$ cat src/point_transform_box_reject_defines.svh
// ----------------------------------------------------------------------------
// point_transform_box_reject_defines
// assertion macros shared by the point transform block
// ----------------------------------------------------------------------------
`ifndef POINT_TRANSFORM_BOX_REJECT_DEFINES_SVH
`define POINT_TRANSFORM_BOX_REJECT_DEFINES_SVH

// same-cycle implication, checked out of reset
`define PTBR_ASSERT_NOW(label, ante, cons, msg) \
  label: assert property (@(posedge clk_i) disable iff (!rst_ni) (ante) |-> (cons)) \
    else $error(msg);

// next-cycle implication, checked out of reset
`define PTBR_ASSERT_NEXT(label, ante, cons, msg) \
  label: assert property (@(posedge clk_i) disable iff (!rst_ni) (ante) |=> (cons)) \
    else $error(msg);

`endif

$ cat src/ptbr_pkg.sv
// ----------------------------------------------------------------------------
// ptbr_pkg
// types and constants of the point transform and body box filter
// ----------------------------------------------------------------------------
`default_nettype none

package ptbr_pkg;

  localparam int COORD_BITS     = 24;
  localparam int COEF_FRAC_BITS = 14;

  // q2.x coefficients: two integer bits including sign
  localparam int COEF_BITS  = COEF_FRAC_BITS + 2;
  localparam int TRANS_BITS = 20;
  localparam int INT_BITS   = 16;

  localparam int ROT_W   = 3 * COEF_BITS;
  localparam int TRANS_W = 3 * TRANS_BITS;
  localparam int BOX_W   = 2 * COORD_BITS;

  localparam int CFG_W_RT   = (ROT_W > TRANS_W) ? ROT_W : TRANS_W;
  localparam int CFG_DATA_W = (CFG_W_RT > BOX_W) ? CFG_W_RT : BOX_W;
  localparam int NUM_REGS   = 7;
  localparam int CFG_IDX_W  = $clog2(NUM_REGS + 1);

  // datapath widths
  localparam int PROD_W  = COORD_BITS + COEF_BITS;
  localparam int SUM_W   = PROD_W + 2;
  localparam int SHIFT_W = SUM_W - COEF_FRAC_BITS;
  localparam int ADJ_W   = ((SHIFT_W > TRANS_BITS) ? SHIFT_W : TRANS_BITS) + 1;

  localparam logic signed [SUM_W-1:0] ROUND_HALF = SUM_W'(1) << (COEF_FRAC_BITS - 1);

  localparam logic signed [ADJ_W-1:0] SAT_MAX =
    {{(ADJ_W - COORD_BITS + 1){1'b0}}, {(COORD_BITS - 1){1'b1}}};
  localparam logic signed [ADJ_W-1:0] SAT_MIN =
    {{(ADJ_W - COORD_BITS + 1){1'b1}}, {(COORD_BITS - 1){1'b0}}};

  typedef enum logic [CFG_IDX_W-1:0] {
    REG_ROT_X   = CFG_IDX_W'(0),
    REG_ROT_Y   = CFG_IDX_W'(1),
    REG_ROT_Z   = CFG_IDX_W'(2),
    REG_TRANS   = CFG_IDX_W'(3),
    REG_BOX_X   = CFG_IDX_W'(4),
    REG_BOX_Y   = CFG_IDX_W'(5),
    REG_BOX_Z   = CFG_IDX_W'(6)
  } cfg_reg_e;

  // identity rotation after reset
  localparam logic [COEF_BITS-1:0] COEF_ONE  = COEF_BITS'(1) << COEF_FRAC_BITS;
  localparam logic [COEF_BITS-1:0] COEF_ZERO = '0;
  localparam logic [ROT_W-1:0] ROT_X_RST = {COEF_ZERO, COEF_ZERO, COEF_ONE};
  localparam logic [ROT_W-1:0] ROT_Y_RST = {COEF_ZERO, COEF_ONE, COEF_ZERO};
  localparam logic [ROT_W-1:0] ROT_Z_RST = {COEF_ONE, COEF_ZERO, COEF_ZERO};
  localparam logic [TRANS_W-1:0] TRANS_RST = '0;

  // body box after reset: x -0.7..0.4 m, y -0.4..0.4 m, z -0.6..0.1 m
  localparam logic [COORD_BITS-1:0] BOX_X_MIN_RST = COORD_BITS'(-2867);
  localparam logic [COORD_BITS-1:0] BOX_X_MAX_RST = COORD_BITS'(1638);
  localparam logic [COORD_BITS-1:0] BOX_Y_MIN_RST = COORD_BITS'(-1638);
  localparam logic [COORD_BITS-1:0] BOX_Y_MAX_RST = COORD_BITS'(1638);
  localparam logic [COORD_BITS-1:0] BOX_Z_MIN_RST = COORD_BITS'(-2458);
  localparam logic [COORD_BITS-1:0] BOX_Z_MAX_RST = COORD_BITS'(410);

  typedef struct packed {
    logic signed [COORD_BITS-1:0] point_x;
    logic signed [COORD_BITS-1:0] point_y;
    logic signed [COORD_BITS-1:0] point_z;
    logic [INT_BITS-1:0]          point_intensity;
  } point_t;

  typedef struct packed {
    logic signed [COORD_BITS-1:0] out_x;
    logic signed [COORD_BITS-1:0] out_y;
    logic signed [COORD_BITS-1:0] out_z;
    logic [INT_BITS-1:0]          out_intensity;
  } result_t;

  // decoded configuration, index 0 is x (or first column)
  typedef struct packed {
    logic [2:0][2:0][COEF_BITS-1:0] rot;
    logic [2:0][TRANS_BITS-1:0]     trans;
    logic [2:0][COORD_BITS-1:0]     box_min;
    logic [2:0][COORD_BITS-1:0]     box_max;
  } cfg_t;

  // product stage contents, prod[row][col]
  typedef struct packed {
    logic                        valid;
    logic [2:0][2:0][PROD_W-1:0] prod;
    logic [INT_BITS-1:0]         intensity;
  } prod_t;

endpackage

`default_nettype wire

$ cat src/ptbr_cfg_regs.sv
// ----------------------------------------------------------------------------
// ptbr_cfg_regs
// configuration register file: rotation rows, translation, box bounds
// ----------------------------------------------------------------------------
`default_nettype none

module ptbr_cfg_regs import ptbr_pkg::*; (
  input  logic                  clk_i,
  input  logic                  rst_ni,
  input  logic                  cfg_we_i,
  input  logic [CFG_IDX_W-1:0]  cfg_index_i,
  input  logic [CFG_DATA_W-1:0] cfg_data_i,
  output cfg_t                  cfg_o
);

  logic [ROT_W-1:0]   rot_q [3];
  logic [TRANS_W-1:0] trans_q;
  logic [BOX_W-1:0]   box_q [3];

  always_ff @(posedge clk_i or negedge rst_ni) begin
    if (!rst_ni) begin
      rot_q[0] <= ROT_X_RST;
      rot_q[1] <= ROT_Y_RST;
      rot_q[2] <= ROT_Z_RST;
      trans_q  <= TRANS_RST;
      box_q[0] <= {BOX_X_MAX_RST, BOX_X_MIN_RST};
      box_q[1] <= {BOX_Y_MAX_RST, BOX_Y_MIN_RST};
      box_q[2] <= {BOX_Z_MAX_RST, BOX_Z_MIN_RST};
    end else if (cfg_we_i) begin
      case (cfg_index_i)
        REG_ROT_X: rot_q[0] <= cfg_data_i[ROT_W-1:0];
        REG_ROT_Y: rot_q[1] <= cfg_data_i[ROT_W-1:0];
        REG_ROT_Z: rot_q[2] <= cfg_data_i[ROT_W-1:0];
        REG_TRANS: trans_q  <= cfg_data_i[TRANS_W-1:0];
        REG_BOX_X: box_q[0] <= cfg_data_i[BOX_W-1:0];
        REG_BOX_Y: box_q[1] <= cfg_data_i[BOX_W-1:0];
        REG_BOX_Z: box_q[2] <= cfg_data_i[BOX_W-1:0];
        default: ; // unknown index, write dropped
      endcase
    end
  end

  always_comb begin
    for (int a = 0; a < 3; a++) begin
      cfg_o.rot[a]     = rot_q[a];
      cfg_o.box_min[a] = box_q[a][COORD_BITS-1:0];
      cfg_o.box_max[a] = box_q[a][BOX_W-1:COORD_BITS];
    end
    cfg_o.trans = trans_q;
  end

endmodule

`default_nettype wire

$ cat config.mk
export PLATFORM = sky130hd
export DESIGN_NAME = ptbr_cfg_regs
export DESIGN_NICKNAME = d
export VERILOG_FILES = /design/src/point_transform_box_reject_defines.svh /design/src/ptbr_pkg.sv /design/src/ptbr_cfg_regs.sv
export SDC_FILE = /design/constraint.sdc
export NUM_CORES = 1
export LEC_CHECK = 0
export ABC_AREA = 1
export BUFFER_PORTS_ARGS = -buffer_cell sky130_fd_sc_hd__buf_4
export CAP_MARGIN = 20
export CORE_MARGIN = 4
export CORE_UTILIZATION = 46
export CTS_CLUSTER_DIAMETER = 80
export CTS_CLUSTER_SIZE = 24
export DETAILED_ROUTE_END_ITERATION = 7
export GPL_TIMING_DRIVEN = 0
export PLACE_DENSITY = 0.76
export SYNTH_ARGS = -nofsm -noshare
export SYNTH_HDL_FRONTEND = slang
export SYNTH_SLANG_ARGS = --single-unit
export TNS_END_PERCENT = 50
$ cat constraint.sdc
create_clock -name clk_i -period 0.92 [get_ports clk_i]
set_clock_uncertainty 0.2 [all_clocks]
set_input_delay 0.184 -clock clk_i [delete_from_list [all_inputs] [get_ports clk_i]]
set_output_delay 0.184 -clock clk_i [all_outputs]
set_load 0.05 [all_outputs]
==> flow_summary.yaml <==
sta:
  whs_ps: -602.1
  tightestPinTransition_ps: 698.5
  maxSlewHeadroom_pct: 53.43
  period_share_pct: 180.7
  fmaxAchievable_ghz: 0.6015
  tns_ps: -221080
  rsz0062_at_grt: "true"
  slew_viol_final: 0
  setup_viol: 582
  hold_viol: 210
  setup_ws_ps: -742.6
  post-route-min-period_ps: 1663
logic_synthesis:
  synth-simple-area-share_pct: 31.45
  synth-seq-cells: 348
  synthTopCellsByArea: "dfrtp_1 (51%), nand2_1 (24%), dfstp_2 (14%)"
  netlist_area_um2: 13480
  avgSynthCellArea_um2: 8.930
  synth_top_flop_cell: "dfrtp_1"
  synth_edf_count: 0
  ys_seq_area_share_pct: 65.27
  synthXorXnorAreaFrac_pct: 0
  syn-num-nets: 1576
  synth_top_area_cell: "dfrtp_1"
  synthMuxAreaShare_pct: 0
  ys_async_sr_fraction_pct: 100.0
  synth_top_family_by_area: "simple AND/OR/NAND/NOR gates"
  synth_compound_gate_area_share_pct: 0
  yosysTopAreaCellShare_pct: 50.85
  synth_common_cells: "nand2_1 (864), dfrtp_1 (274), nand3_1 (192), dfstp_2 (74), buf_2 (54)"
  synth_most_common_cell: "nand2_1"
  postSynthCellCount: 1510
  ys_types: 12
  synth-adder-area-share_pct: 0
  yosysWarnings: 0
cells_and_area:
  multi_input_area_um2: 4678
  fillCellCount: 1678
  drive_gt1_share_pct: 40.78
  syn_to_final_growth_pct: 65.59
  antenna_cells: 0
  seq_area_um2: 8820
  nets: 2256
  finalNonFillerCells: 2586
cts:
  cts.sinks: 348
  cts_buffers: 18
  htree_levels: 1
  cts-root-buf: "clkbuf_16"
  holdBufCountCts: 60
  tritoncts: "done"
  clk_pin_slew_worst_paths_ps: 100
  cts_buffer_depth: 3
  clkLatencyLatePin_ps: 520
die:
  fp.dieArea_um2: 32120
  ios: 414
  die_w_um: 179.2
  core_um2: 28780
  rows: 62
  start_util_pct: 46.85
  die_h_um: 179.2
critical_path:
  cpMaxStageDelayCell: "dfstp_2"
  critPathTopFamily: "flip-flops"
  critPathKind: "reg2out"
  cp_max_fo: 2
  crit_start: "cfg_o[109]"
  cp_cell_sequence: "buf_8"
  critPathRequiredTime_ps: 540
  crit_path_max_incr_delay_ps: 600
  path_buf_inv: 1
  critPathArrivalTime_ps: 1280
  start_kind: "flip-flop"
  worst_setup_path_end_kind: "output pin"
  rr_startpoint: "cfg_o[335]"
placement:
  place_inst: 2310
  hpwl_mm: 32.87
  numPortBuffers: 413
  gp_congestion: 0.8531
global_routing:
  grt_antenna_before_repair: 0
  grt_use_total_pct: 31.35
  overflow: 0
  grt_max_degree: 126
  grt_first_pass_wirelength_mm: 77.83
  grt_pass1_vias: 13430
route:
  drc: 0
  avgRoutedWirePerCell_um: 21.96
  drt_iter0_markers: 1418
  vias_per_cell: 5.410
  wirelength_mm: 56.79
  vias: 13990
  antenna_left: 0
  first_pass_iters: 6
pwr:
  peakVddDrop_v: 0.002290
  p_leak_nw: 11.78
  power.density_nw_per_um2: 2503
job:
  cap_violations: 0
outcome:
  status: "complete, but fails checks"
  violations: "negative hold slack, negative setup slack"
worst_hold_path:
  hold_class: "in2async"
-- registers in the layout, indices dropped and copies added, names as in the netlist --
register / count
cfg_o: 288
trans_q: 60
-- path summary, 6_finish.rpt --
check	endpoint	slack, ps	cells past startpoint
worst max-delay path	cfg_o[109]	-740	1
worst min-delay path	cfg_o[32]	-600	1
worst max register to register	cfg_o[335]	-240	4
worst min register to register	cfg_o[25]	270	2
max in group asynchronous	cfg_o[103]	140	2
min in group clk_i	cfg_o[26]	-10	6
-- per-layer routing --
metal	routed length, um	up-vias	part of all wire [%]	track usage, %
met5	0	-	0	0
met1	19550	6763	34	38.15
met3	6795	231	12	9.975
met4	3063	0	5.4	12.35
met2	27380	963	48	52.16
li1	-	6034	-	-
-- through the flow --
stage / utilization, % / worst slack, ps / hold slack (ps) / instance area [um2] / power (mW)
after floorplan: - / -235.4 / -311.6 / 14210 / 33.42
after global placement: 61.83 / -4105 / 185.6 / 17800 / 40.36
after detailed placement: 62.09 / -956.4 / 163.8 / 17870 / 40.72
after CTS: 73.92 / -751.0 / -399.4 / 21280 / 53.76
after global routing: 77.58 / -756.7 / -537.6 / 22330 / 57.77
final: 77.58 / -742.6 / -602.1 / 22330 / 55.89
-- power by group --
| group | switching, mW | total, mW | leakage [nW] | internal [mW] |
|---|---|---|---|---|
| logic | 16.0 | 25.5 | 7.32 | 9.49 |
| clock network | 5.13 | 9.13 | 0.261 | 3.99 |
| registers | 2.61 | 21.3 | 4.20 | 18.7 |
-- layout make-up --
| cell class | count | area share [%] |
|---|---|---|
| flip-flops and latches | 348 | 39.50 |
| multi-input cells | 1063 | 20.95 |
| clock buffers | 30 | 2.359 |
| well taps | 384 | 2.152 |
| clock inverters | 2 | 0.06164 |
| plain buffers | 93 | 3.816 |
| inverters | 6 | 0.2353 |
| repair buffers | 660 | 30.93 |
-- cells in the final DEF (no fill, tap or decap), drive strengths merged --
cell type / netlist / layout
dlygate4sd3: 0 / 60
nand3: 192 / 192
nor2: 7 / 7
dfstp: 74 / 74
clkinv: 0 / 2
clkbuf: 34 / 69
inv: 6 / 6
dfrtp: 274 / 274
buf: 59 / 654
nand2: 864 / 864
-- repair_timing --
action	in CTS	in global routing
gates resized for setup	448	59
endpoints found under the hold margin	455	127
setup endpoints to repair	846	890
cloned	0	4
buffers inserted	77	103
pin swaps	8	14
-- logic make-up (layout without fill, tap and decap cells) --
logic type,Yosys count,count (layout)
and+or+nand+nor,1063,1063
buffers and inverters,99,791
DFF,348,348
Note: power is estimated with default switching activity, not from simulation.
