File: config.mk
export PLATFORM = sky130hd
export DESIGN_NAME = ptbr_crop
export DESIGN_NICKNAME = d
export VERILOG_FILES = /design/src/point_transform_box_reject_defines.svh /design/src/ptbr_pkg.sv /design/src/ptbr_crop.sv
export SDC_FILE = /design/constraint.sdc
export NUM_CORES = 1
export LEC_CHECK = 0
export BUFFER_PORTS_ARGS = -buffer_cell sky130_fd_sc_hd__buf_2
export CAP_MARGIN = 25
export CORE_AREA = 5 5 313 315
export CTS_CLUSTER_SIZE = 8
export DETAILED_ROUTE_END_ITERATION = 7
export DIE_AREA = 0 0 318 320
export HOLD_SLACK_MARGIN = 0.05
export PLACE_DENSITY = 0.54
export SKIP_CTS_REPAIR_TIMING = 1
export SLEW_MARGIN = 20
export SYNTH_ARGS = -nofsm -noshare
export SYNTH_HDL_FRONTEND = slang
export SYNTH_SLANG_ARGS = --single-unit
File: constraint.sdc
create_clock -name clk_i -period 4.7 [get_ports clk_i]
set_clock_uncertainty 0.2 [all_clocks]
set_input_delay 0.94 -clock clk_i [delete_from_list [all_inputs] [get_ports clk_i]]
set_output_delay 0.94 -clock clk_i [all_outputs]
set_load 0.05 [all_outputs]
File: src/point_transform_box_reject_defines.svh
// ----------------------------------------------------------------------------
// point_transform_box_reject_defines
// assertion macros shared by the point transform block
// ----------------------------------------------------------------------------
`ifndef POINT_TRANSFORM_BOX_REJECT_DEFINES_SVH
`define POINT_TRANSFORM_BOX_REJECT_DEFINES_SVH

// same-cycle implication, checked out of reset
`define PTBR_ASSERT_NOW(label, ante, cons, msg) \
  label: assert property (@(posedge clk_i) disable iff (!rst_ni) (ante) |-> (cons)) \
    else $error(msg);

// next-cycle implication, checked out of reset
`define PTBR_ASSERT_NEXT(label, ante, cons, msg) \
  label: assert property (@(posedge clk_i) disable iff (!rst_ni) (ante) |=> (cons)) \
    else $error(msg);

`endif

File: src/ptbr_pkg.sv
// ----------------------------------------------------------------------------
// ptbr_pkg
// types and constants of the point transform and body box filter
// ----------------------------------------------------------------------------
`default_nettype none

package ptbr_pkg;

  localparam int COORD_BITS     = 24;
  localparam int COEF_FRAC_BITS = 14;

  // q2.x coefficients: two integer bits including sign
  localparam int COEF_BITS  = COEF_FRAC_BITS + 2;
  localparam int TRANS_BITS = 20;
  localparam int INT_BITS   = 16;

  localparam int ROT_W   = 3 * COEF_BITS;
  localparam int TRANS_W = 3 * TRANS_BITS;
  localparam int BOX_W   = 2 * COORD_BITS;

  localparam int CFG_W_RT   = (ROT_W > TRANS_W) ? ROT_W : TRANS_W;
  localparam int CFG_DATA_W = (CFG_W_RT > BOX_W) ? CFG_W_RT : BOX_W;
  localparam int NUM_REGS   = 7;
  localparam int CFG_IDX_W  = $clog2(NUM_REGS + 1);

  // datapath widths
  localparam int PROD_W  = COORD_BITS + COEF_BITS;
  localparam int SUM_W   = PROD_W + 2;
  localparam int SHIFT_W = SUM_W - COEF_FRAC_BITS;
  localparam int ADJ_W   = ((SHIFT_W > TRANS_BITS) ? SHIFT_W : TRANS_BITS) + 1;

  localparam logic signed [SUM_W-1:0] ROUND_HALF = SUM_W'(1) << (COEF_FRAC_BITS - 1);

  localparam logic signed [ADJ_W-1:0] SAT_MAX =
    {{(ADJ_W - COORD_BITS + 1){1'b0}}, {(COORD_BITS - 1){1'b1}}};
  localparam logic signed [ADJ_W-1:0] SAT_MIN =
    {{(ADJ_W - COORD_BITS + 1){1'b1}}, {(COORD_BITS - 1){1'b0}}};

  typedef enum logic [CFG_IDX_W-1:0] {
    REG_ROT_X   = CFG_IDX_W'(0),
    REG_ROT_Y   = CFG_IDX_W'(1),
    REG_ROT_Z   = CFG_IDX_W'(2),
    REG_TRANS   = CFG_IDX_W'(3),
    REG_BOX_X   = CFG_IDX_W'(4),
    REG_BOX_Y   = CFG_IDX_W'(5),
    REG_BOX_Z   = CFG_IDX_W'(6)
  } cfg_reg_e;

  // identity rotation after reset
  localparam logic [COEF_BITS-1:0] COEF_ONE  = COEF_BITS'(1) << COEF_FRAC_BITS;
  localparam logic [COEF_BITS-1:0] COEF_ZERO = '0;
  localparam logic [ROT_W-1:0] ROT_X_RST = {COEF_ZERO, COEF_ZERO, COEF_ONE};
  localparam logic [ROT_W-1:0] ROT_Y_RST = {COEF_ZERO, COEF_ONE, COEF_ZERO};
  localparam logic [ROT_W-1:0] ROT_Z_RST = {COEF_ONE, COEF_ZERO, COEF_ZERO};
  localparam logic [TRANS_W-1:0] TRANS_RST = '0;

  // body box after reset: x -0.7..0.4 m, y -0.4..0.4 m, z -0.6..0.1 m
  localparam logic [COORD_BITS-1:0] BOX_X_MIN_RST = COORD_BITS'(-2867);
  localparam logic [COORD_BITS-1:0] BOX_X_MAX_RST = COORD_BITS'(1638);
  localparam logic [COORD_BITS-1:0] BOX_Y_MIN_RST = COORD_BITS'(-1638);
  localparam logic [COORD_BITS-1:0] BOX_Y_MAX_RST = COORD_BITS'(1638);
  localparam logic [COORD_BITS-1:0] BOX_Z_MIN_RST = COORD_BITS'(-2458);
  localparam logic [COORD_BITS-1:0] BOX_Z_MAX_RST = COORD_BITS'(410);

  typedef struct packed {
    logic signed [COORD_BITS-1:0] point_x;
    logic signed [COORD_BITS-1:0] point_y;
    logic signed [COORD_BITS-1:0] point_z;
    logic [INT_BITS-1:0]          point_intensity;
  } point_t;

  typedef struct packed {
    logic signed [COORD_BITS-1:0] out_x;
    logic signed [COORD_BITS-1:0] out_y;
    logic signed [COORD_BITS-1:0] out_z;
    logic [INT_BITS-1:0]          out_intensity;
  } result_t;

  // decoded configuration, index 0 is x (or first column)
  typedef struct packed {
    logic [2:0][2:0][COEF_BITS-1:0] rot;
    logic [2:0][TRANS_BITS-1:0]     trans;
    logic [2:0][COORD_BITS-1:0]     box_min;
    logic [2:0][COORD_BITS-1:0]     box_max;
  } cfg_t;

  // product stage contents, prod[row][col]
  typedef struct packed {
    logic                        valid;
    logic [2:0][2:0][PROD_W-1:0] prod;
    logic [INT_BITS-1:0]         intensity;
  } prod_t;

endpackage

`default_nettype wire

File: src/ptbr_crop.sv
// ----------------------------------------------------------------------------
// ptbr_crop
// result stage: row sums, rounding, offset, clamp and body box test
// ----------------------------------------------------------------------------
`default_nettype none

module ptbr_crop import ptbr_pkg::*; (
  input  logic    clk_i,
  input  logic    rst_ni,
  input  logic    en_i,
  input  prod_t   prod_i,
  input  cfg_t    cfg_i,
  output logic    out_valid_o,
  output result_t out_word_o
);

  logic    out_valid_q;
  result_t out_word_q;
  result_t res;
  logic    in_box;

  always_comb begin
    logic signed [PROD_W-1:0]     pv;
    logic signed [SUM_W-1:0]      acc;
    logic signed [SHIFT_W-1:0]    sh;
    logic signed [TRANS_BITS-1:0] tr;
    logic signed [ADJ_W-1:0]      adj;
    logic signed [COORD_BITS-1:0] q [3];
    logic signed [COORD_BITS-1:0] mn;
    logic signed [COORD_BITS-1:0] mx;
    pv     = '0;
    acc    = '0;
    sh     = '0;
    tr     = '0;
    adj    = '0;
    mn     = '0;
    mx     = '0;
    in_box = 1'b1;
    for (int r = 0; r < 3; r++) begin
      acc = ROUND_HALF;
      for (int c = 0; c < 3; c++) begin
        pv  = prod_i.prod[r][c];
        acc = acc + SUM_W'(pv);
      end
      // arithmetic shift keeps the top bits
      sh  = acc[SUM_W-1:COEF_FRAC_BITS];
      tr  = cfg_i.trans[r];
      adj = ADJ_W'(sh) + ADJ_W'(tr);
      if (adj > SAT_MAX) begin
        q[r] = SAT_MAX[COORD_BITS-1:0];
      end else if (adj < SAT_MIN) begin
        q[r] = SAT_MIN[COORD_BITS-1:0];
      end else begin
        q[r] = adj[COORD_BITS-1:0];
      end
      // strict bounds, so an empty box never drops anything
      mn = cfg_i.box_min[r];
      mx = cfg_i.box_max[r];
      if (!((q[r] > mn) && (q[r] < mx))) begin
        in_box = 1'b0;
      end
    end
    res.out_x         = q[0];
    res.out_y         = q[1];
    res.out_z         = q[2];
    res.out_intensity = prod_i.intensity;
  end

  always_ff @(posedge clk_i or negedge rst_ni) begin
    if (!rst_ni) begin
      out_valid_q <= 1'b0;
    end else if (en_i) begin
      out_valid_q <= prod_i.valid && !in_box;
    end
  end

  always_ff @(posedge clk_i) begin
    if (en_i && prod_i.valid) begin
      out_word_q <= res;
    end
  end

  assign out_valid_o = out_valid_q;
  assign out_word_o  = out_word_q;

endmodule

`default_nettype wire

==> impl_metrics.yaml, run 1 <==
outcome:
  status: "finished, violations left"
  violations: "setup timing"
synth:
  syn_area_per_cell_um2: 8.23
  netlist-cell-type-count: 73
  async_flop_share_pct: 1.12
  ys_seq_elements: 89
  synth_area_um2: 20800
  syn_nets: 3841
  seq_area_frac_synth_pct: 12.8
  synth_ff_type: "edfxtp_1"
  netlist_instances: 2525
  synth_edf_count: 88
  ys_warn_count: 0
setup_path:
  cp_slowest_cell: "fa_1"
  cp-end-kind: "register"
  r2r_slack_ns: 2.70
  critPathRequiredTime_ns: 4.83
  worstSetupStartpointType: "input pin"
  worstSetupPathType: "in -> reg"
  max_stage_delay_ns: 0.54
  cp_data_arrival_time_ns: 9.29
  path_max_fanout: 7
clocking:
  cts_made_buffers: 9
  h-tree-depth: 3
  clockRootBuffer: "clkbuf_16"
  clk_latency_ns: 0.40
  cts_sinks: 89
  path_clk_slew_ns: 0.09
  clockBufferDepth: 2
  cts_tree: "yes"
die:
  die_h_um: 320
  coreArea_um2: 94600
  die_area_um2: 102000
  start_util_pct: 22.0
  fp.dieW_um: 318
  rows: 113
  ios: 817
timing:
  whs_ns: 0.109
  rsz0062_at_grt: "yes"
  finalCritPeriodShare_pct: 195
  drv_slew: 0
  setup_viol: 73
  tightest_slew_ns: 0.937
  max_slew_margin_pct: 37.5
  hold_violations: 0
  fin_ws_ns: -4.46
  max_freq_ghz: 0.109
  finalWorstPathRequiredPeriod_ns: 9.16
placement:
  io_buffers: 672
  dp_hpwl_um: 81800
  place_congestion: 0.922
  placed_area_um2: 31400
global_routing:
  track_usage_pct: 16.8
  antenna_found_initial: 33
  grt_overflow: 0
  grt_pass1_vias: 22500
  grt_pass1_wl_um: 131000
  grt_max_degree: 54
power:
  power.density_nw_per_um2: 719
  vdd_drop_max_v: 0.000323
  p_leak_nw: 18.4
final_layout:
  nets: 5225
  syn_to_final_growth_pct: 64.7
  layout-drive-gt1-share_pct: 44.2
  fillers: 9756
  final_cell_mix: "663 x buf_2, 619 x buf_4, 589 x inv_1"
  layout_commonest_cell: "buf_2"
  final_cell_area_um2: 34200
job:
  maxCapViolCount: 0
routing:
  routed_wl_um: 92200
  drtPass1Iterations: 5
  routedWlPerCell_um: 17.8
  drc: 0
  vias: 22600
  first_iter_violations: 1148
  viasPerCell: 4.35
  detail-route-antenna-nets: 0
worst_hold_path:
  hp-class: "in -> async"
-- registers in the layout (all words and copies together) (netlist names) --
| name | count |
|---|---|
| out_valid_o | 1 |
| out_word_o | 88 |
-- synthesized netlist by cell type (all sizes together) (3+ instances only) --
cell type,number,area (µm²)
a2111oi,6,58.8
a211o,15,131
a211oi,24,180
a21boi,3,22.5
a21o,81,608
a21oi,178,898
a221o,3,30.0
a221oi,4,47.6
a311oi,3,26.3
a31o,8,70.1
a31oi,24,163
a41oi,6,52.6
and2,12,77.6
and3,20,125
and4,4,35.0
clkbuf,22,85.1
edfxtp,88,2640
fa,120,2400
ha,468,5860
inv,618,2320
mux2i,3,30.0
nand2,107,402
nand2b,14,87.6
nand3,45,225
nand3b,4,42.5
nand4,35,219
nor2,100,375
nor2b,27,169
nor3,30,150
nor4,12,75.1
o2111ai,4,35.0
o211ai,14,115
o21a,27,203
o21ai,162,811
o21bai,28,210
o221ai,4,35.0
o22ai,5,31.3
o31a,8,72.6
o31ai,7,57.6
or2,7,43.8
or3,6,37.5
or4,5,37.5
xnor2,89,780
xor2,53,464
-- routing by layer --
layer  vias to the layer above  GRT usage [%]  wire length [µm]
li1                      11400              -                 -
met1                     10400           21.8             40600
met2                       616           27.6             43000
met3                       114           4.20              6230
met4                        28           4.98              2230
met5                         -              0               169
-- final timing paths --
kind | depth (start not counted) | to | from
worst max-delay path | 45 | out_valid_o | prod_i[345]
worst min-delay path | 1 | out_valid_o | rst_ni
worst max register to register | 7 | out_valid_o | out_valid_o
worst min register to register | 2 | out_valid_o | out_valid_o
max in group asynchronous | 1 | out_valid_o | rst_ni
min in group clk_i | 2 | out_valid_o | out_valid_o
-- stage by stage --
step                      std cells  setup slack (ns)  util (%)  power (mW)  TNS, ns
final                          5191             -4.46      36.2        24.6  -164.63
after global routing           5185             -4.85      36.2        26.6  -179.19
after CTS                      5101             -4.95      33.5        21.5  -181.26
after detailed placement       5086             -5.37      33.2        20.5  -211.59
after global placement         5086             -5.25      33.2        20.5  -208.33
after floorplan                2525             -3.85         -        11.9  -143.45
-- area by class of cell --
type | count | area [µm²] | share of cell area [%]
repair buffers | 1396 | 9440 | 27.6
multi-input cells | 1795 | 17900 | 52.2
clock inverters | 6 | 50.0 | 0.146
flip-flops and latches | 89 | 2670 | 7.79
inverters | 618 | 2350 | 6.86
diodes | 13 | 32.5 | 0.0951
clock buffers | 9 | 225 | 0.658
well taps | 1265 | 1580 | 4.63
-- worst max-delay path: cells and delay by family --
family / cells / cell delay, ns
multiplexers: 1 / 0.45
AO/OA/AOI/OAI: 22 / 4.01
adder cells (fa/ha/maj): 5 / 1.60
buffers and inverters: 8 / 0.90
AND/OR/NAND/NOR: 7 / 1.09
XOR/XNOR: 2 / 0.28
-- kinds of logic after synthesis --
logic type,Yosys count,share of synthesized area [%]
adders and majority gates,588,39.7
muxes,4,0.199
buffers and inverters,642,11.6
AOI/OAI and AO/OA,629,19.4
xor gates and xnor gates,142,5.99
DFF,89,12.8
and+or+nand+nor,431,10.2
-- power breakdown --
part           switching [mW]  internal [mW]  total [mW]
Sequential              0.124           1.35        1.47
Clock                   0.456          0.368       0.824
Combinational            11.3           11.0        22.3
Note: power is estimated with default switching activity, not from simulation.
==> inputs of run 2 (changes only) <==
PLACE_DENSITY = 0.49   (was 0.54)
==> impl_metrics.yaml, run 2 (same netlist as run 1, synthesis figures left out) <==
outcome:
  status: "finished, violations left"
  violations: "setup timing"
routing:
  viasPerCell: 4.31
  detail-route-antenna-nets: 0
  m1WireLength_um: 41600
  first_iter_violations: 990
  routedWlPerCell_um: 18.0
  routed_wl_um: 93400
  drc: 0
  wl_met2_um: 44100
  highest_layer: "met5"
  vias: 22400
  wl_met3_um: 5760
  drtPass1Iterations: 5
setup_path:
  crit_buf_inv: 7
  cp-end-kind: "register"
  r2r-start: "out_valid_o"
  max_stage_delay_ns: 0.59
  cp_slowest_cell: "fa_1"
  worstSetupPathType: "in -> reg"
  cpMostUsedCell: "ha_4"
  cp_top_family: "compound AO/OA/AOI/OAI gates"
  path_max_fanout: 5
  cp_data_arrival_time_ns: 9.23
  critPathRequiredTime_ns: 4.81
  worstSetupStartpointType: "input pin"
  startpoint: "prod_i[346]"
timing:
  fin_tns_setup_ns: -160.58
  tightest_slew_ns: 0.771
  rsz0062_at_grt: "yes"
  max_freq_ghz: 0.110
  max_slew_margin_pct: 48.6
  hold_violations: 0
  setup_viol: 73
  finalCritPeriodShare_pct: 194
  drv_slew: 0
  fin_ws_ns: -4.42
  whs_ns: 0.128
  finalWorstPathRequiredPeriod_ns: 9.12
worst_hold_path:
  hp-class: "in -> async"
global_routing:
  track_usage_pct: 17.2
  antenna_found_initial: 37
  grt_pass1_wl_um: 134000
  grt_overflow: 0
  grt_pass1_vias: 22700
  grt_max_degree: 49
final_layout:
  final_cell_mix: "668 x buf_2, 617 x buf_4, 597 x inv_1"
  syn_to_final_growth_pct: 64.3
  layout_commonest_cell: "buf_2"
  final_cell_area_um2: 34100
  nets: 5231
  layout-drive-gt1-share_pct: 43.4
  multi_input_area_um2: 17600
  largest_reg_flops: 88
  fillers: 9914
  final-seq-area_um2: 2670
  final_cells: 5201
placement:
  dp_cells: 5088
  dp_slack_ns: -5.41
  io_buffers: 672
  placed_area_um2: 31400
  dp_hpwl_um: 83600
  place_congestion: 0.906
die:
  die_h_um: 320
  die_area_um2: 102000
  fp.dieW_um: 318
  coreArea_um2: 94600
  start_util_pct: 22.0
  ios: 817
  rows: 113
clocking:
  cts_tree: "yes"
  clk_latency_ns: 0.38
  cts_sinks: 89
  h-tree-depth: 3
  path_clk_slew_ns: 0.08
  clockRootBuffer: "clkbuf_16"
  clockBufferDepth: 2
  cts_made_buffers: 9
job:
  maxCapViolCount: 0
power:
  power.density_nw_per_um2: 723
  p_leak_nw: 18.4
  vdd_drop_max_v: 0.000285
## run 2: worst paths after layout
path | to | cells after the start | slack [ns]
min reg2reg | out_valid_o | 2 | 0.53
max reg2reg | out_valid_o | 7 | 2.68
min in group clk_i | out_word_o[13] | 1 | 0.52
min | out_valid_o | 1 | 0.13
max | out_valid_o | 42 | -4.42
max in group asynchronous | out_valid_o | 1 | 4.08
## run 2: cell type report
| class | count | area share [%] |
|---|---|---|
| antenna | 17 | 0.125 |
| clock buffer | 9 | 0.660 |
| clock inverter | 6 | 0.227 |
| inverter | 618 | 6.90 |
| multi-input combinational | 1794 | 51.6 |
| sequential | 89 | 7.82 |
| tap | 1265 | 4.64 |
| timing repair buffer | 1403 | 28.0 |
## run 2: per-stage QoR
stage                     power, mW  utilization (%)
after floorplan                11.9                -
after global placement         20.7             33.2
after detailed placement       20.7             33.2
after CTS                      21.7             33.6
after global routing           26.7             36.1
final                          24.7             36.1
## run 2: per-layer routing
layer / vias up / GRT usage [%]
met1: 10400 / 22.6
met4: 22 / 3.88
li1: 11400 / -
met3: 91 / 3.83
met5: - / 0
met2: 496 / 28.9
## run 2: where the power goes
part           total (mW)  internal (mW)  switching, mW
Clock               0.864          0.421          0.443
Combinational        22.4           11.1           11.2
Sequential           1.43           1.34         0.0884
